## src/rtl/pfhc_pkg.sv

```systemverilog
`timescale 1ns / 1ps
// Shared types and constants for the port filtered header capture block.
// No dependencies; used by the top level, the parser, the queue and the testbench.
package pfhc_pkg;

  localparam int MAX_PORTS_DEF   = 8;
  localparam int MAX_CAPTURE_DEF = 64;
  localparam int QUEUE_DEPTH     = 4;

  localparam logic [15:0] ETHERTYPE_IPV4 = 16'h0800;
  localparam logic [7:0]  PROTO_TCP      = 8'd6;
  localparam logic [7:0]  PROTO_UDP      = 8'd17;
  localparam logic [15:0] POS_TYPE_HI    = 16'd12;
  localparam logic [15:0] POS_TYPE_LO    = 16'd13;
  localparam logic [15:0] POS_IHL        = 16'd14;
  localparam logic [15:0] POS_PROTO      = 16'd23;
  localparam logic [15:0] POS_L4_MIN     = 16'd24;
  localparam logic [15:0] IP_HDR_START   = 16'd14;
  localparam logic [3:0]  IHL_MIN        = 4'd5;
  localparam logic [6:0]  CAP_LEN_RESET  = 7'd16;

  localparam logic [1:0] REG_PORT_COUNT  = 2'd0;
  localparam logic [1:0] REG_PORTS_FIRST = 2'd1;
  localparam logic [1:0] REG_PORTS_LAST  = 2'd2;
  localparam logic [1:0] REG_CAP_LEN     = 2'd3;

  typedef enum logic [1:0] {
    VERDICT_PARSING,
    VERDICT_DROPPED,
    VERDICT_CAPTURING
  } verdict_t;

  typedef struct packed {
    logic        all_captured;
    logic        capture_last;
    logic        is_udp;
    logic [5:0]  byte_index;
    logic [15:0] source_port;
    logic [7:0]  kept_byte;
  } result_t;

  // one queue entry holds the results of one input beat
  typedef struct packed {
    logic    two;
    result_t res1;
    result_t res0;
  } entry_t;

endpackage

```

## src/rtl/port_filtered_header_capture.sv

```systemverilog
`timescale 1ns / 1ps
// Top level: configuration registers, frame parser and result queue.
// Depends on pfhc_pkg, pfhc_parser and pfhc_queue.

// Takes one frame byte per cycle with no gaps required. Each byte is parsed in the cycle it is
// accepted and its results land in a four-entry queue; a byte gives at most one output beat,
// except the second source-port byte of a newly matched port, which gives two unless the
// capture length is zero or one. With the output side always ready the block sustains one byte
// per cycle; s_axis_tready drops only while the queue holds four entries. Captured flags clear
// at reset only; configuration is always ready.
module port_filtered_header_capture import pfhc_pkg::*; #(
  parameter int MAX_PORTS   = MAX_PORTS_DEF,
  parameter int MAX_CAPTURE = MAX_CAPTURE_DEF
) (
  input  logic        clk,
  input  logic        rst,
  input  logic        s_axis_tvalid,
  output logic        s_axis_tready,
  input  logic [7:0]  s_axis_tdata,   // frame_byte
  input  logic        s_axis_tlast,   // frame_end
  output logic        m_axis_tvalid,
  input  logic        m_axis_tready,
  output logic [31:0] m_axis_tdata,   // kept_byte, source_port, byte_index, zero pad
  output logic        m_axis_tlast,   // capture_last
  output logic [1:0]  m_axis_tuser,   // is_udp, all_captured
  input  logic        cfg_valid,
  output logic        cfg_ready,
  input  logic [1:0]  cfg_index,
  input  logic [63:0] cfg_data
);

  logic [3:0]                port_count;
  logic [63:0]               ports_first_four;
  logic [63:0]               ports_last_four;
  logic [6:0]                capture_length;
  logic [MAX_PORTS-1:0][15:0] ports;
  logic                      in_acc;
  logic                      push;
  entry_t                    push_entry;
  logic                      space;
  result_t                   out_res;

  assign cfg_ready = 1'b1;

  always_ff @(posedge clk) begin
    if (rst) begin
      port_count       <= '0;
      ports_first_four <= '0;
      ports_last_four  <= '0;
      capture_length   <= CAP_LEN_RESET;
    end else if (cfg_valid && cfg_ready) begin
      case (cfg_index)
        REG_PORT_COUNT:  port_count       <= cfg_data[3:0];
        REG_PORTS_FIRST: ports_first_four <= cfg_data;
        REG_PORTS_LAST:  ports_last_four  <= cfg_data;
        REG_CAP_LEN:     capture_length   <= cfg_data[6:0];
        default: ;
      endcase
    end
  end

  for (genvar i = 0; i < MAX_PORTS; i++) begin : g_ports
    if (i < 4) begin : g_lo
      assign ports[i] = ports_first_four[16*i +: 16];
    end else begin : g_hi
      assign ports[i] = ports_last_four[16*(i-4) +: 16];
    end
  end

  assign s_axis_tready = space;
  assign in_acc        = s_axis_tvalid && s_axis_tready;

  pfhc_parser #(
    .MAX_PORTS   (MAX_PORTS),
    .MAX_CAPTURE (MAX_CAPTURE)
  ) u_parser (
    .clk            (clk),
    .rst            (rst),
    .in_valid       (in_acc),
    .in_byte        (s_axis_tdata),
    .in_end         (s_axis_tlast),
    .port_count     (port_count),
    .ports          (ports),
    .capture_length (capture_length),
    .push           (push),
    .push_entry     (push_entry)
  );

  pfhc_queue u_queue (
    .clk        (clk),
    .rst        (rst),
    .push       (push),
    .push_entry (push_entry),
    .space      (space),
    .out_valid  (m_axis_tvalid),
    .out_ready  (m_axis_tready),
    .out_res    (out_res)
  );

  assign m_axis_tdata = {2'b00, out_res.byte_index, out_res.source_port, out_res.kept_byte};
  assign m_axis_tlast = out_res.capture_last;
  assign m_axis_tuser = {out_res.all_captured, out_res.is_udp};

endmodule

```

## src/rtl/pfhc_parser.sv

```systemverilog
`timescale 1ns / 1ps
// Frame parser: header checks, source port match, captured flags and result build.
// Depends on pfhc_pkg.
module pfhc_parser import pfhc_pkg::*; #(
  parameter int MAX_PORTS   = MAX_PORTS_DEF,
  parameter int MAX_CAPTURE = MAX_CAPTURE_DEF
) (
  input  logic                      clk,
  input  logic                      rst,
  input  logic                      in_valid,
  input  logic [7:0]                in_byte,
  input  logic                      in_end,
  input  logic [3:0]                port_count,
  input  logic [MAX_PORTS-1:0][15:0] ports,
  input  logic [6:0]                capture_length,
  output logic                      push,
  output entry_t                    push_entry
);

  localparam int CNT_W = $clog2(MAX_CAPTURE + 1);
  localparam int LW    = (CNT_W > 7) ? CNT_W : 7;
  localparam int IDX_W = (CNT_W < 6) ? CNT_W : 6;

  logic [15:0]          pos, pos_next;
  verdict_t             verdict, verdict_next;
  logic [7:0]           type_hi, type_hi_next;
  logic [3:0]           hw, hw_next;
  logic                 udp, udp_next;
  logic [7:0]           held, held_next;
  logic [15:0]          mport, mport_next;
  logic [CNT_W-1:0]     emitted, emitted_next;
  logic [MAX_PORTS-1:0] captured, captured_next;

  logic [3:0]           vcnt;
  logic [LW-1:0]        clen_ext;
  logic [CNT_W-1:0]     eff_len;
  logic [15:0]          start;
  logic [15:0]          cur_port;
  logic [MAX_PORTS-1:0] hit;
  logic                 found;
  logic                 new_cap;
  logic                 at_match;
  logic                 do_match;
  logic                 do_cap;
  logic                 all_done;

  always_comb begin
    vcnt = (port_count > 4'(MAX_PORTS)) ? 4'(MAX_PORTS) : port_count;
    clen_ext = LW'(capture_length);
    if (capture_length == 7'd0) begin
      eff_len = CNT_W'(1);
    end else if (clen_ext > LW'(MAX_CAPTURE)) begin
      eff_len = CNT_W'(MAX_CAPTURE);
    end else begin
      eff_len = CNT_W'(clen_ext);
    end
  end

  assign start    = IP_HDR_START + {10'd0, hw, 2'b00};
  assign cur_port = {held, in_byte};

  // lowest matching entry wins
  always_comb begin
    hit   = '0;
    found = 1'b0;
    for (int i = 0; i < MAX_PORTS; i++) begin
      if (!found && (4'(i) < vcnt) && (ports[i] == cur_port)) begin
        hit[i] = 1'b1;
        found  = 1'b1;
      end
    end
  end

  assign new_cap  = found && ((hit & captured) == '0);
  assign at_match = (verdict == VERDICT_PARSING) && (pos >= POS_L4_MIN)
                    && (pos == start + 16'd1);
  assign do_match = in_valid && at_match && new_cap;
  assign do_cap   = in_valid && (verdict == VERDICT_CAPTURING) && (emitted < eff_len);

  always_comb begin
    pos_next      = pos;
    verdict_next  = verdict;
    type_hi_next  = type_hi;
    hw_next       = hw;
    udp_next      = udp;
    held_next     = held;
    mport_next    = mport;
    emitted_next  = emitted;
    captured_next = captured;
    if (in_valid) begin
      case (verdict)
        VERDICT_PARSING: begin
          if (pos == POS_TYPE_HI) begin
            type_hi_next = in_byte;
          end else if (pos == POS_TYPE_LO) begin
            if ({type_hi, in_byte} != ETHERTYPE_IPV4) verdict_next = VERDICT_DROPPED;
          end else if (pos == POS_IHL) begin
            hw_next = in_byte[3:0];
            if (in_byte[3:0] < IHL_MIN) verdict_next = VERDICT_DROPPED;
          end else if (pos == POS_PROTO) begin
            if (in_byte == PROTO_TCP) begin
              udp_next = 1'b0;
            end else if (in_byte == PROTO_UDP) begin
              udp_next = 1'b1;
            end else begin
              verdict_next = VERDICT_DROPPED;
            end
          end else if (pos >= POS_L4_MIN && pos == start) begin
            held_next = in_byte;
          end else if (at_match) begin
            if (new_cap) begin
              captured_next = captured | hit;
              mport_next    = cur_port;
              emitted_next  = (eff_len == CNT_W'(1)) ? CNT_W'(1) : CNT_W'(2);
              verdict_next  = (eff_len <= CNT_W'(2)) ? VERDICT_DROPPED : VERDICT_CAPTURING;
            end else begin
              verdict_next = VERDICT_DROPPED;
            end
          end
        end
        VERDICT_CAPTURING: begin
          if (do_cap) begin
            emitted_next = emitted + CNT_W'(1);
            if ((CNT_W + 1)'(emitted) + (CNT_W + 1)'(1) >= (CNT_W + 1)'(eff_len)) begin
              verdict_next = VERDICT_DROPPED;
            end
          end else begin
            verdict_next = VERDICT_DROPPED;
          end
        end
        default: ;
      endcase
      if (in_end) begin
        pos_next     = '0;
        verdict_next = VERDICT_PARSING;
        emitted_next = '0;
      end else if (pos != 16'hFFFF) begin
        pos_next = pos + 16'd1;
      end
    end
  end

  always_comb begin
    all_done = 1'b1;
    for (int i = 0; i < MAX_PORTS; i++) begin
      if ((4'(i) < vcnt) && !captured_next[i]) all_done = 1'b0;
    end
  end

  always_comb begin
    push_entry = '0;
    push       = do_match || do_cap;
    if (do_match) begin
      push_entry.two                   = (eff_len != CNT_W'(1));
      push_entry.res0.kept_byte        = held;
      push_entry.res0.source_port      = cur_port;
      push_entry.res0.byte_index       = 6'd0;
      push_entry.res0.is_udp           = udp;
      push_entry.res0.capture_last     = (eff_len == CNT_W'(1));
      push_entry.res0.all_captured     = all_done;
      push_entry.res1.kept_byte        = in_byte;
      push_entry.res1.source_port      = cur_port;
      push_entry.res1.byte_index       = 6'd1;
      push_entry.res1.is_udp           = udp;
      push_entry.res1.capture_last     = (eff_len <= CNT_W'(2)) || in_end;
      push_entry.res1.all_captured     = all_done;
    end else begin
      push_entry.two                   = 1'b0;
      push_entry.res0.kept_byte        = in_byte;
      push_entry.res0.source_port      = mport;
      push_entry.res0.byte_index       = 6'(emitted[IDX_W-1:0]);
      push_entry.res0.is_udp           = udp;
      push_entry.res0.capture_last     =
        ((CNT_W + 1)'(emitted) + (CNT_W + 1)'(1) >= (CNT_W + 1)'(eff_len)) || in_end;
      push_entry.res0.all_captured     = all_done;
    end
  end

  always_ff @(posedge clk) begin
    if (rst) begin
      pos      <= '0;
      verdict  <= VERDICT_PARSING;
      type_hi  <= '0;
      hw       <= '0;
      udp      <= 1'b0;
      held     <= '0;
      mport    <= '0;
      emitted  <= '0;
      captured <= '0;
    end else begin
      pos      <= pos_next;
      verdict  <= verdict_next;
      type_hi  <= type_hi_next;
      hw       <= hw_next;
      udp      <= udp_next;
      held     <= held_next;
      mport    <= mport_next;
      emitted  <= emitted_next;
      captured <= captured_next;
    end
  end

endmodule

```

## src/rtl/pfhc_queue.sv

```systemverilog
`timescale 1ns / 1ps
// Result queue: one entry per input beat that yields results, each entry gives one or two output beats.
// Depends on pfhc_pkg.
module pfhc_queue import pfhc_pkg::*; (
  input  logic    clk,
  input  logic    rst,
  input  logic    push,
  input  entry_t  push_entry,
  output logic    space,
  output logic    out_valid,
  input  logic    out_ready,
  output result_t out_res
);

  localparam int PW = $clog2(QUEUE_DEPTH);

  entry_t          mem [QUEUE_DEPTH];
  logic [PW-1:0]   wr_ptr;
  logic [PW-1:0]   rd_ptr;
  logic [PW:0]     count;
  logic            sub;
  logic            beat;
  logic            pop;
  entry_t          head;

  assign head      = mem[rd_ptr];
  assign out_valid = (count != '0);
  assign out_res   = sub ? head.res1 : head.res0;
  assign space     = (count < (PW + 1)'(QUEUE_DEPTH));
  assign beat      = out_valid && out_ready;
  assign pop       = beat && (sub || !head.two);

  always_ff @(posedge clk) begin
    if (push) mem[wr_ptr] <= push_entry;
  end

  always_ff @(posedge clk) begin
    if (rst) begin
      wr_ptr <= '0;
      rd_ptr <= '0;
      count  <= '0;
      sub    <= 1'b0;
    end else begin
      if (push) wr_ptr <= wr_ptr + PW'(1);
      if (pop) rd_ptr <= rd_ptr + PW'(1);
      if (push && !pop) begin
        count <= count + (PW + 1)'(1);
      end else if (pop && !push) begin
        count <= count - (PW + 1)'(1);
      end
      if (beat) sub <= !pop;
    end
  end

endmodule

```

## config.mk

```make
export PLATFORM = sky130hd
export DESIGN_NAME = port_filtered_header_capture
export DESIGN_NICKNAME = d
export VERILOG_FILES = /design/src/rtl/pfhc_pkg.sv /design/src/rtl/port_filtered_header_capture.sv /design/src/rtl/pfhc_parser.sv /design/src/rtl/pfhc_queue.sv
export SDC_FILE = /design/constraint.sdc
export NUM_CORES = 1
export LEC_CHECK = 0
export BUFFER_PORTS_ARGS = -buffer_cell sky130_fd_sc_hd__buf_2
export CELL_PAD_IN_SITES_DETAIL_PLACEMENT = 2
export CELL_PAD_IN_SITES_GLOBAL_PLACEMENT = 2
export CORE_ASPECT_RATIO = 0.5
export CORE_MARGIN = 8
export CORE_UTILIZATION = 36
export DETAILED_ROUTE_END_ITERATION = 8
export PLACE_DENSITY_LB_ADDON = 0.2
export SYNTH_ARGS = -nofsm -noshare
export SYNTH_HDL_FRONTEND = slang
export SYNTH_SLANG_ARGS = --single-unit
```

## constraint.sdc

```tcl
create_clock -name clk -period 4.6 [get_ports clk]
set_clock_uncertainty 0.05 [all_clocks]
set_input_delay 0.46 -clock clk [delete_from_list [all_inputs] [get_ports clk]]
set_output_delay 0.46 -clock clk [all_outputs]
set_load 0.005 [all_outputs]
```

==> metrics, run 1 <==
DIE AREA=0.06364 mm²; # DRC=0; # rows=61; root buffer cell=clkbuf_16; DP HPWL=45620 µm; Synth Flop Type=dfxtp_1; status=finished, final reports clean; max-capacitance violation count=0; H-Tree Level Count=2; total clock sinks=435; share of layout cells above drive strength 1=15.23%; worst-path maximum fanout=6; first drt pass iteration count=6; Initial Utilization=36.19%; CTS clk-pin slew, worst paths=0.06 ns; min Tclk post-route=4.225 ns; routed vias=15020; HP Class=in -> reg; number of synthesized register bits=435; I/O Pins=118; Cells after Synth=1928; first-pass GRT wire length=101200 µm; CTS hold repair buffers=0; FF-to-FF setup slack=0.38 ns; Fin Setup TNS=0 ns; CTS tree=done; DR iter-0 viols=997; Worst setup SP type=register; Layout Area Growth over Synthesis=14.57%; number of routed nets with antenna violations=0; routed wire length=65950 µm; worst skew pair latency=0.57 ns; Nets=2124; critical path data arrival time=4.66 ns; CORE AREA=0.05511 mm²; most common cell after layout, fill and taps aside=nand2_1; vias in the first global route=16530; clk buf depth=3; n_diodes=0; largest net degree at the start of global routing=86; fin util=41.47%; Slew Viols, Final=0; most frequent cells in the layout=nand2_1, edfxtp_1, dfxtp_1, a21oi_1, buf_2; Rel. slew slack=31.92%; Crit Path Category=reg -> reg; post-synthesis cell type count=78; VDD IR max=0.0001684 V; unrepaired setup endpoints after global routing=no; Power Density=354.8 mW/mm²; Max stage delay on crit path=0.58 ns; CTS resizes=0; Seq/Total Area, Yosys=54.51%; Final Wtd Congestion=0.8687; All-Layer GR Usage=20.38%; Static Leakage=8.000 nW; Post-synth ARST share=0%; initial antenna violation count=2; Vias/cell=5.356; Post-synth EDFFs=216; Worst setup EP type=register; global route overflow=0; Slew @ Worst Pin=1.021 ns; I/O Buffers=114; Hold Fails Final Rpt=0; Chip Height=182.4 µm; highest clock rate=236.7 MHz; YS warnings=0; TritonCTS Buffers=42; setup violators final=0; filler cell count=5924; CP cell instances=or4_1, nor2_1, nor2_1, nor2_1, ha_1, nor2b_1, o21a_1, o21a_1, o21ai_0, a21oi_1, or3_1, nand2_1, ha_1, inv_1, fa_1, xor2_1, or3_1, a21oi_1; Mapped Area=0.01994 mm²; CP most frequent cell=nor2_1; syn_area_per_cell=10.34 µm²; WP data required=5.03 ns; mean routed wirelength per cell=23.51 µm; post-CTS setup buffers=0; slowest stage cell, crit path=or4_1; die width=348.9 µm; crit share post-route=91.84%
==> flip-flops by register name, indices dropped and copies added, names as in the netlist, 3 cells and up, named ones only <==
name and count:
capture_length 7, port_count 4, ports_first_four 64, ports_last_four 64
u_parser.captured 8, u_parser.emitted 7, u_parser.held 8, u_parser.hw 4
u_parser.mport 16, u_parser.pos 16, u_parser.type_hi 8, u_queue.count 3
u_queue.mem 216
==> synth_stat cells, types with 7 or more instances <==
cell type / n / area (µm²)
a21oi_1: 178 / 890.9
nor3_1: 26 / 130.1
mux4_2: 54 / 1216
or3_1: 14 / 87.58
o21ai_0: 42 / 210.2
a211oi_1: 10 / 75.07
nor2_1: 112 / 420.4
nand2_1: 433 / 1625
mux2i_1: 32 / 320.3
buf_2: 28 / 140.1
xor2_1: 110 / 963.4
nand3_1: 27 / 135.1
and2_1: 24 / 150.1
dfxtp_1: 219 / 4384
clkbuf_1: 77 / 289.0
ha_1: 25 / 312.8
nand4_1: 26 / 162.7
inv_1: 42 / 157.7
edfxtp_1: 216 / 6486
nor4_1: 42 / 262.8
or4_1: 7 / 52.55
xnor2_1: 43 / 376.6
and3_1: 19 / 118.9
buf_1: 9 / 33.78
==> kinds of logic after synthesis <==
group / synth area share (%)
flip-flops: 54.51
AND/OR/NAND/NOR: 17.85
AO/OA/AOI/OAI: 8.068
other: 0.03766
multiplexers: 7.761
XOR/XNOR: 6.719
adder cells (fa/ha/maj): 1.719
buffers and inverters: 3.338
==> critical path: cells and delay by family (launching register included) <==
kind,cells,cell delay [ns]
compound gates,5,0.81
xor+xnor,1,0.19
fa+ha+maj,3,0.76
buf+inv,1,0.07
flops,1,0.33
simple gates,8,1.93
==> metal layers <==
layer	vias up	global-route usage [%]	routed length, µm
met2	300	34.13	31120
met4	0	3.993	1156
met3	86	3.341	3050
met1	7681	27.95	30620
li1	6957	-	-
met5	-	0	0
==> through the flow <==
step / power, W / hold WS [ns] / setup WS, ns / instances / cell area, µm²
floorplan: 0.004455 / 0.3866 / 0.1493 / 1929 / 19950
finish: 0.008106 / 0.08111 / 0.3752 / 2805 / 22850
global placement: 0.004629 / 0.3953 / 0.3393 / 2730 / 21450
CTS: 0.008199 / 0.05741 / 0.2063 / 2805 / 22850
detailed placement: 0.004638 / 0.4074 / 0.2193 / 2730 / 21450
global route: 0.008385 / 0.08030 / 0.01855 / 2805 / 22850
==> layout make-up <==
cell class              instances  area, µm²  area share (%)
clock buffers                  60       1239           5.421
clock inverters                15      157.7          0.6900
inverters                      43      161.4          0.7064
multi-input cells            1332       8441           36.94
flip-flops and latches        435      10880           47.61
well taps                     756      945.9           4.140
repair buffers                164       1027           4.496
==> power breakdown <==
group	total [W]	switching [W]	internal, W
registers	0.00412	0.0000427	0.00408
clock network	0.00355	0.00156	0.00200
logic	0.000432	0.000286	0.000146
==> worst paths after layout <==
kind / startpoint / endpoint / cells past startpoint
setup / recovery: capture_length[2] / u_queue.count[2] / 18
hold / removal: cfg_data[35] / ports_first_four[35] / 3
setup reg to reg: capture_length[2] / u_queue.count[2] / 18
hold reg to reg: u_parser.mport[15] / u_parser.mport[15] / 2
(Power assumes the default switching activity.)
==> run 2: changes to the inputs <==
--- a/config.mk
+++ b/config.mk
@@ -12,6 +12,7 @@
 export CORE_MARGIN = 8
 export CORE_UTILIZATION = 36
 export DETAILED_ROUTE_END_ITERATION = 8
+export GPL_TIMING_DRIVEN = 0
 export PLACE_DENSITY_LB_ADDON = 0.2
 export SYNTH_ARGS = -nofsm -noshare
 export SYNTH_HDL_FRONTEND = slang
==> run 2 against run 1 <==
Net effect: final area increased by 0.38%; worst setup slack got worse by 0.28 ns; die area unchanged; routed wire length increased by 5.6%; combinational power increased by 6.5%; clock power increased by 2%; cell count increased by 2.2%; global-route usage increased by 1.1 points; fmax decreased by 6.3%; total power increased by 1.3%; critical endpoint unchanged; largest cell class unchanged; highest routed layer unchanged.
==> metrics, run 2 (same netlist as run 1, synthesis figures left out) <==
DP Area=0.02142 mm² (was 0.02145 mm²); VDD IR max=0.0002303 V (was 0.0001684 V); min Tclk post-route=4.507 ns (was 4.225 ns); DR iter-0 viols=889 (was 997); Slew @ Worst Pin=1.068 ns (was 1.021 ns); Layout Area Growth over Synthesis=15.01% (was 14.57%); CP most frequent cell=xor2_1 (was nor2_1); vias in the first global route=16770 (was 16530); status=finished, final reports clean (unchanged); worst skew pair latency=0.58 ns (was 0.57 ns); Post-Route M1 WL=32230 µm (was 30620 µm); Worst setup EP type=register (unchanged); DIE AREA=0.06364 mm² (unchanged); Slew Viols, Final=0 (unchanged); Fin Setup TNS=0 ns (unchanged); Initial Utilization=36.19% (unchanged); routed wire length=69630 µm (was 65950 µm); H-Tree Level Count=2 (unchanged); Worst setup SP type=register (unchanged); first-pass GRT wire length=104900 µm (was 101200 µm); CTS clk-pin slew, worst paths=0.07 ns (was 0.06 ns); critical path data arrival time=4.96 ns (was 4.66 ns); worst setup margin=0.09334 ns (was 0.3752 ns); max layer used=met4 (unchanged); largest net degree at the start of global routing=55 (was 86); Nets=2183 (was 2124); Regs by FF count=u_queue.mem (216), ports_first_four (64), ports_last_four (64) (unchanged); mean routed wirelength per cell=24.29 µm (was 23.51 µm); design area=0.02294 mm² (was 0.02285 mm²); Vias/cell=5.350 (was 5.356); Max stage delay on crit path=0.39 ns (was 0.58 ns); share of layout cells above drive strength 1=13.60% (was 15.23%); Final Wtd Congestion=0.8559 (was 0.8687); Power Density=357.9 mW/mm² (was 354.8 mW/mm²); TritonCTS Buffers=43 (was 42); filler cell count=5959 (was 5924); crit share post-route=97.97% (was 91.84%); routed vias=15340 (was 15020); root buffer cell=clkbuf_16 (unchanged); HP Class=in -> reg (unchanged); Placed Cells=2788 (was 2730); pre-CTS WS=-0.5923 ns (was 0.2193 ns); number of routed nets with antenna violations=0 (unchanged); total clock sinks=435 (unchanged); most common cell after layout, fill and taps aside=nand2_1 (unchanged); Rel. slew slack=28.78% (was 31.92%); All-Layer GR Usage=21.51% (was 20.38%); Crit Path Category=reg -> reg (unchanged); CTS tree=done (unchanged); die width=348.9 µm (unchanged); CP cell instances=buf_4, xor2_1, nor4_1, nand3_1, or2_2, a31o_2, a221oi_2, o2111ai_4, buf_2, nand2_1, ha_1, inv_1, fa_1, xor2_1, or3_1, a21oi_1 (was or4_1, nor2_1, nor2_1, nor2_1, ha_1, nor2b_1, o21a_1, o21a_1, o21ai_0, a21oi_1, or3_1, nand2_1, ha_1, inv_1, fa_1, xor2_1, or3_1, a21oi_1); unrepaired setup endpoints after global routing=yes (was no); slowest stage cell, crit path=or2_2 (was or4_1); most frequent cells in the layout=nand2_1, dfxtp_1, edfxtp_1, a21oi_1, buf_2 (was nand2_1, edfxtp_1, dfxtp_1, a21oi_1, buf_2); number of flip-flops in the largest register=216 (unchanged); initial antenna violation count=1 (was 2); Largest Register=u_queue.mem (unchanged); max-capacitance violation count=0 (unchanged); # rows=61 (unchanged); global route overflow=0 (unchanged); DP HPWL=49330 µm (was 45620 µm); WP data required=5.05 ns (was 5.03 ns); worst-path maximum fanout=10 (was 6); Hold Fails Final Rpt=0 (unchanged); # DRC=0 (unchanged); I/O Buffers=103 (was 114); Met3 Routed Length=2995 µm (was 3050 µm); setup violators final=0 (unchanged); CTS hold repair buffers=0 (unchanged); I/O Pins=118 (unchanged); clk buf depth=3 (unchanged); CORE AREA=0.05511 mm² (unchanged); n_diodes=0 (unchanged); highest clock rate=221.9 MHz (was 236.7 MHz); Chip Height=182.4 µm (unchanged); fin cells=2867 (was 2805); Static Leakage=7.951 nW (was 8.000 nW); first drt pass iteration count=5 (was 6); met2 routed wirelength=32960 µm (was 31120 µm)
## run 2: cell count changes in the layout (fill, tap and decap cells not counted), moves of 4 or more
cell,change
and2_2,-4
and2_4,+4
buf_1,+9
buf_12,-6
buf_2,+12
buf_4,-37
clkbuf_1,+77
clkbuf_8,-4
clkinv_1,+7
dfxtp_1,+4
nor4_1,-5
nor4_2,+4
## run 2: critical path: cells and delay by family (launching register included)
family	cells	cell delay, ns
buffers and inverters	3	0.63
and+or+nand+nor	5	1.44
DFF	1	0.34
AOI/OAI and AO/OA	4	0.97
adders and majority gates	2	0.61
xor gates and xnor gates	2	0.36
## run 2: path summary, 6_finish.rpt
check | from | endpoint | slack [ns] | depth (start not counted)
hold reg to reg | u_parser.mport[1] | u_parser.mport[1] | 0.41 | 2
setup reg to reg | u_parser.held[7] | u_queue.count[2] | 0.09 | 16
setup / recovery | u_parser.held[7] | u_queue.count[2] | 0.09 | 16
hold / removal | cfg_data[39] | ports_first_four[39] | 0.08 | 3
## run 2: layout make-up
class	count	area, µm²	area share [%]
multi-input combinational	1332	8501	37.06
buffer	119	530.5	2.313
timing repair buffer	103	515.5	2.248
inverter	43	161.4	0.7037
sequential	435	10870	47.40
clock buffer	57	1209	5.270
clock inverter	22	202.7	0.8837
tap	756	945.9	4.124
## run 2: what timing repair did
action | 4_1_cts | 5_1_grt
endpoints found under the setup margin | 226 | 139
setup buffers | 0 | 0
gates resized for setup | 12 | 11
## run 2: layer usage
layer	vias to the layer above	track usage, %
met5	-	0
met4	0	4.864
met3	86	3.565
met2	316	36.10
met1	7854	29.14
li1	7082	-
## run 2: where the power goes
group	total, W	switching (W)	internal (W)
Sequential	0.00412	0.0000373	0.00408
Clock	0.00363	0.00161	0.00202
Combinational	0.000460	0.000314	0.000147
## run 2: per-stage QoR
step,power [W],utilization [%],hold WS [ns]
global route,0.008465,41.62,0.07541
global placement,0.004645,38.85,0.3952
floorplan,0.004455,-,0.3866
finish,0.008209,41.62,0.08091
detailed placement,0.004655,38.87,0.4052
CTS,0.008270,41.54,0.05729
